[src/design/lrfb_pkg.sv]
// Shared constants, command codes and the queued command type of the LED ring frame buffer.
`timescale 1ns / 1ps
package lrfb_pkg;

  localparam int NUM_RINGS     = 4;
  localparam int LEDS_PER_RING = 64;
  localparam int MEM_DEPTH     = NUM_RINGS * LEDS_PER_RING;
  localparam int ADDR_W        = $clog2(MEM_DEPTH);

  localparam int OP_W       = 3;
  localparam int RING_W     = 2;
  localparam int POS_W      = 6;
  localparam int LEVEL_W    = 4;
  localparam int MAP_IDX_W  = 5;
  localparam int MAP_BYTE_W = 8;
  localparam int RING_CMP_W = 4;

  localparam int FIFO_DEPTH = 2;
  localparam int FIFO_PTR_W = 1;
  localparam int FIFO_CNT_W = 2;

  localparam logic [OP_W-1:0] OP_SET_LED    = 3'd0;
  localparam logic [OP_W-1:0] OP_SET_ALL    = 3'd1;
  localparam logic [OP_W-1:0] OP_FILL_RING  = 3'd2;
  localparam logic [OP_W-1:0] OP_MAP_BYTE   = 3'd3;
  localparam logic [OP_W-1:0] OP_RANGE_FILL = 3'd4;
  localparam logic [OP_W-1:0] OP_READ_LED   = 3'd5;

  localparam logic [1:0] CK_WRITE     = 2'd0;
  localparam logic [1:0] CK_READ      = 2'd1;
  localparam logic [1:0] CK_READ_ZERO = 2'd2;

  typedef struct packed {
    logic [1:0]         kind;
    logic [ADDR_W-1:0]  addr;
    logic [ADDR_W-1:0]  last;
    logic               whole;
    logic [LEVEL_W-1:0] level_first;
    logic [LEVEL_W-1:0] level_rest;
  } cmd_t;

endpackage

[src/design/lrfb_ram.sv]
// Generic simple dual-port RAM with a registered read port.
`timescale 1ns / 1ps
module lrfb_ram #(
  parameter int WIDTH = 4,
  parameter int DEPTH = 256
) (
  input  logic                     clk,
  input  logic                     we,
  input  logic [$clog2(DEPTH)-1:0] waddr,
  input  logic [WIDTH-1:0]         wdata,
  input  logic                     re,
  input  logic [$clog2(DEPTH)-1:0] raddr,
  output logic [WIDTH-1:0]         rdata_r
);

  logic [WIDTH-1:0] mem [DEPTH];

  always_ff @(posedge clk) begin
    if (we) begin
      mem[waddr] <= wdata;
    end
    if (re) begin
      rdata_r <= mem[raddr];
    end
  end

endmodule

[src/design/lrfb_front.sv]
// Front end: accepts command words and turns them into queued memory commands.
`timescale 1ns / 1ps
module lrfb_front import lrfb_pkg::*; (
  input  logic                  in_valid,
  output logic                  in_stall,
  input  logic [OP_W-1:0]       in_operation,
  input  logic [RING_W-1:0]     in_ring,
  input  logic [POS_W-1:0]      in_position,
  input  logic [POS_W-1:0]      in_end_position,
  input  logic [LEVEL_W-1:0]    in_level,
  input  logic [MAP_IDX_W-1:0]  in_map_index,
  input  logic [MAP_BYTE_W-1:0] in_map_byte,
  input  logic                  fifo_full,
  input  logic                  clear_busy,
  output logic                  fifo_push,
  output cmd_t                  fifo_cmd
);

  logic ring_ok;
  logic keep;

  assign ring_ok = RING_CMP_W'(in_ring) < RING_CMP_W'(NUM_RINGS);

  always_comb begin
    fifo_cmd             = '0;
    fifo_cmd.kind        = CK_WRITE;
    fifo_cmd.addr        = ADDR_W'({in_ring, in_position});
    fifo_cmd.last        = '0;
    fifo_cmd.whole       = 1'b0;
    fifo_cmd.level_first = in_level;
    fifo_cmd.level_rest  = in_level;
    keep                 = ring_ok;
    unique case (in_operation)
      OP_SET_LED: begin
        keep = ring_ok;
      end
      OP_SET_ALL: begin
        fifo_cmd.addr  = '0;
        fifo_cmd.last  = ADDR_W'(MEM_DEPTH - 1);
        fifo_cmd.whole = 1'b1;
        keep           = 1'b1;
      end
      OP_FILL_RING: begin
        fifo_cmd.addr = ADDR_W'({in_ring, POS_W'(0)});
        fifo_cmd.last = ADDR_W'(LEDS_PER_RING - 1);
      end
      OP_MAP_BYTE: begin
        fifo_cmd.addr        = ADDR_W'({in_ring, in_map_index, 1'b0});
        fifo_cmd.last        = ADDR_W'(1);
        fifo_cmd.level_first = in_map_byte[MAP_BYTE_W-1:LEVEL_W];
        fifo_cmd.level_rest  = in_map_byte[LEVEL_W-1:0];
      end
      OP_RANGE_FILL: begin
        fifo_cmd.last = ADDR_W'(POS_W'(in_end_position - in_position));
      end
      OP_READ_LED: begin
        fifo_cmd.kind = ring_ok ? CK_READ : CK_READ_ZERO;
        keep          = 1'b1;
      end
      default: begin
        keep = 1'b0;
      end
    endcase
  end

  assign in_stall  = fifo_full | clear_busy;
  assign fifo_push = in_valid & ~in_stall & keep;

endmodule

[src/design/lrfb_cmd_fifo.sv]
// Short command queue between the front end and the back end.
`timescale 1ns / 1ps
module lrfb_cmd_fifo import lrfb_pkg::*; (
  input  logic clk,
  input  logic rst_n,
  input  logic push,
  input  cmd_t push_cmd,
  output logic full,
  input  logic pop,
  output cmd_t pop_cmd,
  output logic empty
);

  cmd_t                  entry_r [FIFO_DEPTH];
  logic [FIFO_PTR_W-1:0] wr_ptr_r, wr_ptr_nxt;
  logic [FIFO_PTR_W-1:0] rd_ptr_r, rd_ptr_nxt;
  logic [FIFO_CNT_W-1:0] count_r, count_nxt;

  assign full    = count_r == FIFO_CNT_W'(FIFO_DEPTH);
  assign empty   = count_r == '0;
  assign pop_cmd = entry_r[rd_ptr_r];

  always_comb begin
    wr_ptr_nxt = push ? wr_ptr_r + FIFO_PTR_W'(1) : wr_ptr_r;
    rd_ptr_nxt = pop ? rd_ptr_r + FIFO_PTR_W'(1) : rd_ptr_r;
    count_nxt  = count_r + FIFO_CNT_W'(push) - FIFO_CNT_W'(pop);
  end

  always_ff @(posedge clk) begin
    if (!rst_n) begin
      wr_ptr_r <= '0;
      rd_ptr_r <= '0;
      count_r  <= '0;
    end else begin
      wr_ptr_r <= wr_ptr_nxt;
      rd_ptr_r <= rd_ptr_nxt;
      count_r  <= count_nxt;
    end
  end

  always_ff @(posedge clk) begin
    if (push) begin
      entry_r[wr_ptr_r] <= push_cmd;
    end
  end

endmodule

[src/design/lrfb_back.sv]
// Back end: runs queued commands against the level memory and drives the result word.
`timescale 1ns / 1ps
module lrfb_back import lrfb_pkg::*; (
  input  logic               clk,
  input  logic               rst_n,
  input  logic               fifo_empty,
  input  cmd_t               fifo_cmd,
  output logic               fifo_pop,
  output logic               clear_busy,
  output logic               ram_we,
  output logic [ADDR_W-1:0]  ram_waddr,
  output logic [LEVEL_W-1:0] ram_wdata,
  output logic               ram_re,
  output logic [ADDR_W-1:0]  ram_raddr,
  input  logic [LEVEL_W-1:0] ram_rdata,
  output logic               out_valid,
  input  logic               out_stall,
  output logic [LEVEL_W-1:0] out_read_level
);

  localparam logic [1:0] ST_IDLE  = 2'd0;
  localparam logic [1:0] ST_WRITE = 2'd1;
  localparam logic [1:0] ST_READ  = 2'd2;

  logic [1:0]         state_r, state_nxt;
  logic               clear_r, clear_nxt;
  logic [ADDR_W-1:0]  addr_r, addr_nxt;
  logic [ADDR_W-1:0]  count_r, count_nxt;
  logic               whole_r, whole_nxt;
  logic [LEVEL_W-1:0] level_cur_r, level_cur_nxt;
  logic [LEVEL_W-1:0] level_rest_r, level_rest_nxt;
  logic               out_valid_r, out_valid_nxt;
  logic [LEVEL_W-1:0] out_level_r, out_level_nxt;
  logic               out_free;
  logic [ADDR_W-1:0]  addr_ring_inc;

  assign out_free      = ~out_valid_r | ~out_stall;
  assign addr_ring_inc = (addr_r & ~ADDR_W'(LEDS_PER_RING - 1))
                       | ADDR_W'(POS_W'(addr_r[POS_W-1:0] + POS_W'(1)));

  always_comb begin
    state_nxt      = state_r;
    clear_nxt      = clear_r;
    addr_nxt       = addr_r;
    count_nxt      = count_r;
    whole_nxt      = whole_r;
    level_cur_nxt  = level_cur_r;
    level_rest_nxt = level_rest_r;
    out_valid_nxt  = out_valid_r & out_stall;
    out_level_nxt  = out_level_r;
    fifo_pop       = 1'b0;
    ram_we         = 1'b0;
    ram_re         = 1'b0;
    ram_raddr      = fifo_cmd.addr;
    unique case (state_r)
      ST_IDLE: begin
        if (!fifo_empty) begin
          unique case (fifo_cmd.kind)
            CK_WRITE: begin
              fifo_pop       = 1'b1;
              addr_nxt       = fifo_cmd.addr;
              count_nxt      = fifo_cmd.last;
              whole_nxt      = fifo_cmd.whole;
              level_cur_nxt  = fifo_cmd.level_first;
              level_rest_nxt = fifo_cmd.level_rest;
              state_nxt      = ST_WRITE;
            end
            CK_READ: begin
              if (out_free) begin
                fifo_pop  = 1'b1;
                ram_re    = 1'b1;
                state_nxt = ST_READ;
              end
            end
            CK_READ_ZERO: begin
              if (out_free) begin
                fifo_pop      = 1'b1;
                out_valid_nxt = 1'b1;
                out_level_nxt = '0;
              end
            end
            default: begin
              fifo_pop = 1'b1;
            end
          endcase
        end
      end
      ST_WRITE: begin
        ram_we = 1'b1;
        if (count_r == '0) begin
          state_nxt = ST_IDLE;
          clear_nxt = 1'b0;
        end else begin
          count_nxt     = count_r - ADDR_W'(1);
          addr_nxt      = whole_r ? addr_r + ADDR_W'(1) : addr_ring_inc;
          level_cur_nxt = level_rest_r;
        end
      end
      ST_READ: begin
        if (out_free) begin
          out_valid_nxt = 1'b1;
          out_level_nxt = ram_rdata;
          state_nxt     = ST_IDLE;
        end
      end
      default: begin
        state_nxt = ST_IDLE;
      end
    endcase
  end

  assign ram_waddr = addr_r;
  assign ram_wdata = level_cur_r;

  always_ff @(posedge clk) begin
    if (!rst_n) begin
      state_r      <= ST_WRITE;
      clear_r      <= 1'b1;
      addr_r       <= '0;
      count_r      <= ADDR_W'(MEM_DEPTH - 1);
      whole_r      <= 1'b1;
      level_cur_r  <= '0;
      level_rest_r <= '0;
      out_valid_r  <= 1'b0;
    end else begin
      state_r      <= state_nxt;
      clear_r      <= clear_nxt;
      addr_r       <= addr_nxt;
      count_r      <= count_nxt;
      whole_r      <= whole_nxt;
      level_cur_r  <= level_cur_nxt;
      level_rest_r <= level_rest_nxt;
      out_valid_r  <= out_valid_nxt;
    end
  end

  always_ff @(posedge clk) begin
    out_level_r <= out_level_nxt;
  end

  assign clear_busy     = clear_r;
  assign out_valid      = out_valid_r;
  assign out_read_level = out_level_r;

endmodule

[src/design/led_ring_frame_buffer_core.sv]
// Top level of the LED ring frame buffer: front end, command queue, back end and level memory.
//
//   Channel  Ports                                  Direction  Word
//   in       in_valid/in_stall + seven field ports  input      one command
//   out      out_valid/out_stall + out_read_level   output     one LED level
//
// Set LED writes one entry in the back end, map byte two, fill ring and range fill up to 64,
// set all NUM_RINGS * 64; a command is first popped from the queue, then the single write
// port of the level memory writes one entry a cycle.
// After reset the back end clears all 256 entries of the memory one entry a cycle,
// and in_stall stays high until that pass ends.
// in_stall also rises while the two-entry command queue is full; a stalled result word is held
// in the output register while the back end keeps running writes.
`timescale 1ns / 1ps
module led_ring_frame_buffer_core import lrfb_pkg::*; (
  input  logic                  clk,
  input  logic                  rst_n,
  input  logic                  in_valid,
  output logic                  in_stall,
  input  logic [OP_W-1:0]       in_operation,
  input  logic [RING_W-1:0]     in_ring,
  input  logic [POS_W-1:0]      in_position,
  input  logic [POS_W-1:0]      in_end_position,
  input  logic [LEVEL_W-1:0]    in_level,
  input  logic [MAP_IDX_W-1:0]  in_map_index,
  input  logic [MAP_BYTE_W-1:0] in_map_byte,
  output logic                  out_valid,
  input  logic                  out_stall,
  output logic [LEVEL_W-1:0]    out_read_level
);

  logic               fifo_push;
  cmd_t               push_cmd;
  logic               fifo_full;
  logic               fifo_pop;
  cmd_t               pop_cmd;
  logic               fifo_empty;
  logic               clear_busy;
  logic               ram_we;
  logic [ADDR_W-1:0]  ram_waddr;
  logic [LEVEL_W-1:0] ram_wdata;
  logic               ram_re;
  logic [ADDR_W-1:0]  ram_raddr;
  logic [LEVEL_W-1:0] ram_rdata;

  lrfb_front u_front (
    .in_valid        (in_valid),
    .in_stall        (in_stall),
    .in_operation    (in_operation),
    .in_ring         (in_ring),
    .in_position     (in_position),
    .in_end_position (in_end_position),
    .in_level        (in_level),
    .in_map_index    (in_map_index),
    .in_map_byte     (in_map_byte),
    .fifo_full       (fifo_full),
    .clear_busy      (clear_busy),
    .fifo_push       (fifo_push),
    .fifo_cmd        (push_cmd)
  );

  lrfb_cmd_fifo u_fifo (
    .clk      (clk),
    .rst_n    (rst_n),
    .push     (fifo_push),
    .push_cmd (push_cmd),
    .full     (fifo_full),
    .pop      (fifo_pop),
    .pop_cmd  (pop_cmd),
    .empty    (fifo_empty)
  );

  lrfb_back u_back (
    .clk            (clk),
    .rst_n          (rst_n),
    .fifo_empty     (fifo_empty),
    .fifo_cmd       (pop_cmd),
    .fifo_pop       (fifo_pop),
    .clear_busy     (clear_busy),
    .ram_we         (ram_we),
    .ram_waddr      (ram_waddr),
    .ram_wdata      (ram_wdata),
    .ram_re         (ram_re),
    .ram_raddr      (ram_raddr),
    .ram_rdata      (ram_rdata),
    .out_valid      (out_valid),
    .out_stall      (out_stall),
    .out_read_level (out_read_level)
  );

  lrfb_ram #(
    .WIDTH (LEVEL_W),
    .DEPTH (MEM_DEPTH)
  ) u_ram (
    .clk     (clk),
    .we      (ram_we),
    .waddr   (ram_waddr),
    .wdata   (ram_wdata),
    .re      (ram_re),
    .raddr   (ram_raddr),
    .rdata_r (ram_rdata)
  );

  a_no_push_when_full: assert property (@(posedge clk) disable iff (!rst_n)
    fifo_full |-> !fifo_push)
    else $error("Command queue written while full.");

  a_no_read_during_write: assert property (@(posedge clk) disable iff (!rst_n)
    ram_we |-> !ram_re)
    else $error("Level memory read and written in the same cycle.");

  a_clear_only_after_reset: assert property (@(posedge clk) disable iff (!rst_n)
    !$rose(clear_busy))
    else $error("Clearing pass restarted outside reset.");

  a_no_pop_when_empty: assert property (@(posedge clk) disable iff (!rst_n)
    fifo_empty |-> !fifo_pop)
    else $error("Command queue read while empty.");

endmodule
[config.mk]
export PLATFORM = sky130hd
export DESIGN_NAME = led_ring_frame_buffer_core
export DESIGN_NICKNAME = d
export VERILOG_FILES = /design/src/design/lrfb_pkg.sv /design/src/design/lrfb_ram.sv /design/src/design/lrfb_front.sv /design/src/design/lrfb_cmd_fifo.sv /design/src/design/lrfb_back.sv /design/src/design/led_ring_frame_buffer_core.sv
export SDC_FILE = /design/constraint.sdc
export NUM_CORES = 2
export LEC_CHECK = 0
export ABC_AREA = 1
export BUFFER_PORTS_ARGS = -buffer_cell sky130_fd_sc_hd__clkbuf_2
export CORE_ASPECT_RATIO = 1.2
export CORE_UTILIZATION = 58
export CTS_CLUSTER_SIZE = 28
export DETAILED_ROUTE_END_ITERATION = 7
export HOLD_SLACK_MARGIN = 0.15
export PLACE_DENSITY_LB_ADDON = 0.12
export SYNTH_ARGS = -nofsm -noshare
export SYNTH_HDL_FRONTEND = slang
export SYNTH_HIERARCHICAL = 1
export SYNTH_SLANG_ARGS = --single-unit
[constraint.sdc]
create_clock -name clk -period 11.4 [get_ports clk]
set_clock_uncertainty 0.15 [all_clocks]
set_input_delay 1.14 -clock clk [delete_from_list [all_inputs] [get_ports clk]]
set_output_delay 1.14 -clock clk [all_outputs]
set_load 0.005 [all_outputs]
==> metrics.cfg <==
[synthesis]
synth_area_mm2 = 0.04770
ys_top_cells_by_area = edfxtp_1 68%, nand3_1 11%, nand2_1 9.6%, nor2_1 2.7%, buf_6 1.5%
synth_largest_area_cell = edfxtp_1
synth.net_count = 4284
synthDistinctLibCells = 43
ys_ff_latch = 1120
synth_edf_count = 1086
syn_inst = 4232
yosysSeqAreaShare_pct = 69.80
synth_ff_type = edfxtp_1
avgSynthCellArea_um2 = 11.27
netlist.area_leader.share_pct = 68.37
yosysWarnings = 6
async_reset_ff_share_pct = 0

[clocking]
clk_pin_slew_ns = 0.06
cts_max_path_buffers = 3
cts_sinks = 1120
post_cts_resized = 0
postCtsHoldBufs = 0
cts_buffers = 106
cts-root-buf = clkbuf_16
post-cts-setup-buffers = 0
htreeDepth = 3
insertion_delay_ns = 0.68
cts_tree = yes

[sta]
setup_viol = 0
maxSlewHeadroom_pct = 19.70
timing.fmax_mhz = 183.8
period_needed_ns = 5.440
finalCritPeriodShare_pct = 47.72
rsz0062_at_grt = no
worstMarginPinSlew_ns = 1.202
timing.final.hold_violations = 0
tns_ns = 0
hold_slack_ns = 0.3169
drv_slew = 0
finalWorstSetupSlack_ns = 5.960

[placed_design]
pre_cts_slack_ns = 6.066
io_buffers = 43
dp_hpwl_um = 65720
place.gp.congestion = 0.8626

[drt]
ant_nets = 0
wl_per_cell_um = 22.70
drt-pass1-iter-count = 8
vias = 31540
vias_per_cell = 5.981
drt_iter0_drc = 3505
drc = 1
wirelength_um = 119700

[outcome]
status = finished, violations left
violations = design-rule violations

[setup_path]
cp_slowest_cell = buf_4
cpMostUsedCell = nand3_1
crit_required_ns = 11.80
reg2reg_depth = 15
r2r_end = u_ram/rdata_r[1]$_DFFE_PP_
worst_setup_path_end_kind = flip-flop
critical_path_peak_fanout = 253
crit_chain = buf_4 > mux2_8 > inv_16 > buf_4 > buf_4 > nand2_1 > nand3_1 > nand3_1 > nand3_1 > nand3_1 > nand2_1 > nand2_1 > nand3_1 > nand3_1 > nand2_1
critPathMaxStageDelay_ns = 0.89
worstSetupPathType = reg -> reg
arrival_ns = 5.84
reg2reg_slack_ns = 5.96
critPathLaunchType = flip-flop

[power_and_ir_drop]
ir_drop_mv = 0.1381
p_leak_nw = 18.21
powerDensity_mw_per_mm2 = 159.4

[layout]
area_growth_pct = 7.823
final_common_cell = nand2_1
mostFrequentLayoutCells = 1,211 x nand2_1, 1,086 x edfxtp_1, 1,028 x nand3_1
num-fill-cells = 6355
nNetsFinal = 4188
drive_gt1_share_pct = 7.143

[run]
max-cap-violations = 0

[floorplan]
coreArea_mm2 = 0.08102
dieArea_mm2 = 0.08339
rows = 114
die_w_um = 263.8
dieHeight_um = 316.1
start_util_pct = 58.87
io_pins = 44

[worst_hold_path]
min_to = u_back/clear_busy$_SDFFE_PN1P_
worstHoldStart = u_back/clear_busy$_SDFFE_PN1P_
hold_path_class = reg -> reg
holdPathStages = 2

[grt]
grt_max_degree = 254
gr-total-overflow = 0
grt_pass1_vias = 30560
grt.total_usage_pct = 28.84
grt_pass1_wl_um = 180100
antenna_found_initial = 2

==> state kept, by name, indices dropped and copies added (netlist names), named ones only <==
name	cells
u_back/state_r	2
u_back/level_rest_r	4
u_fifo/rd_ptr_r	1
u_ram/rdata_r	4
u_fifo/wr_ptr_r	1
u_back/whole_r	1
u_ram/mem	1024
u_back/ram_waddr	8
u_back/clear_busy	1
u_back/count_r	8
u_fifo/count_r	2
u_fifo/entry_r	54
u_back/out_valid	1
u_back/out_read_level	4
u_back/ram_wdata	4
==> metal layers <==
metal	track usage (%)	up-vias	wire (um)
li1	-	14540	-
met1	37.48	15210	46640
met2	48.05	1504	57930
met3	4.481	284	9910
met4	13.68	0	5258
met5	0	-	0
==> cell type report <==
class,instances,area (um2),share of cell area [%]
flip-flops and latches,1120,33310,64.77
multi-input cells,2715,12190,23.69
clock buffers,131,2841,5.525
well taps,1044,1306,2.540
clock inverters,69,799.5,1.555
repair buffers,77,520.5,1.012
inverters,116,461.7,0.8977
diodes,2,5.005,0.009732
==> critical path: cells and delay by family, from the launching register on <==
family / cells / cell delay [ns]
DFF: 1 / 0.31
buffers and inverters: 4 / 2.77
muxes: 1 / 0.63
and+or+nand+nor: 10 / 1.06
==> cells in the mapped netlist (2+ instances only) <==
master and number:
inv_2 5, ha_1 13, nand2_1 1216, a21oi_1 13
mux2_4 20, o21ai_1 10, o211ai_1 5, or2_2 5
nand3_2 2, buf_12 2, nand3_1 1028, nand4_1 3
nor2_2 5, buf_4 30, nand2_4 2, dfxtp_1 34
buf_6 63, buf_1 19, o22ai_1 5, nor2_1 337
nand2_2 2, nor3_1 4, edfxtp_1 1086, clkbuf_1 55
o21ai_0 22, xor2_1 3, buf_2 111, mux2_2 7
inv_1 110, o211ai_2 2
==> where the power goes <==
group | switching (W) | internal [W]
Clock | 0.00150 | 0.00216
Combinational | 0.0000581 | 0.0000201
Sequential | 0.00000360 | 0.00445
Total | 0.00157 | 0.00663
==> through the flow <==
step	std cells	cell area (um2)	total power (W)	util (%)
after global routing	5272	51420	0.008393	63.47
after CTS	5272	51420	0.008233	63.47
after floorplan	4232	47700	0.004584	-
after detailed placement	5072	47780	0.004623	58.98
final	5274	51430	0.008196	63.48
after global placement	5072	47780	0.004621	58.98
==> logic make-up (layout without fill, tap and decap cells) <==
logic type | Yosys count | after routing | synth area share, %
simple gates | 2607 | 2607 | 23.40
flops | 1120 | 1120 | 69.80
buf+inv | 397 | 393 | 4.751
compound gates | 63 | 63 | 0.8132
mux | 27 | 27 | 0.7949
fa+ha+maj | 14 | 14 | 0.3830
xor+xnor | 3 | 3 | 0.05510
other cells | 1 | 3 | 0.007862
==> worst max-delay path by stage <==
stage	slack, ns	start	to	cells after the start
global placement	6.15	flip-flop	u_ram/rdata_r[1]$_DFFE_PP_	15
floorplan	7.00	u_back/ram_wdata[0]$_SDFFE_PN0P_	u_ram/mem[0][0]$_DFFE_PP_	0
global route	5.61	flip-flop	u_ram/rdata_r[2]$_DFFE_PP_	15
detailed placement	6.07	flip-flop	u_ram/rdata_r[1]$_DFFE_PP_	15
finish	5.96	flip-flop	u_ram/rdata_r[1]$_DFFE_PP_	15
CTS	6.08	flip-flop	u_ram/rdata_r[1]$_DFFE_PP_	15
Power figures use the tool's default switching activity.
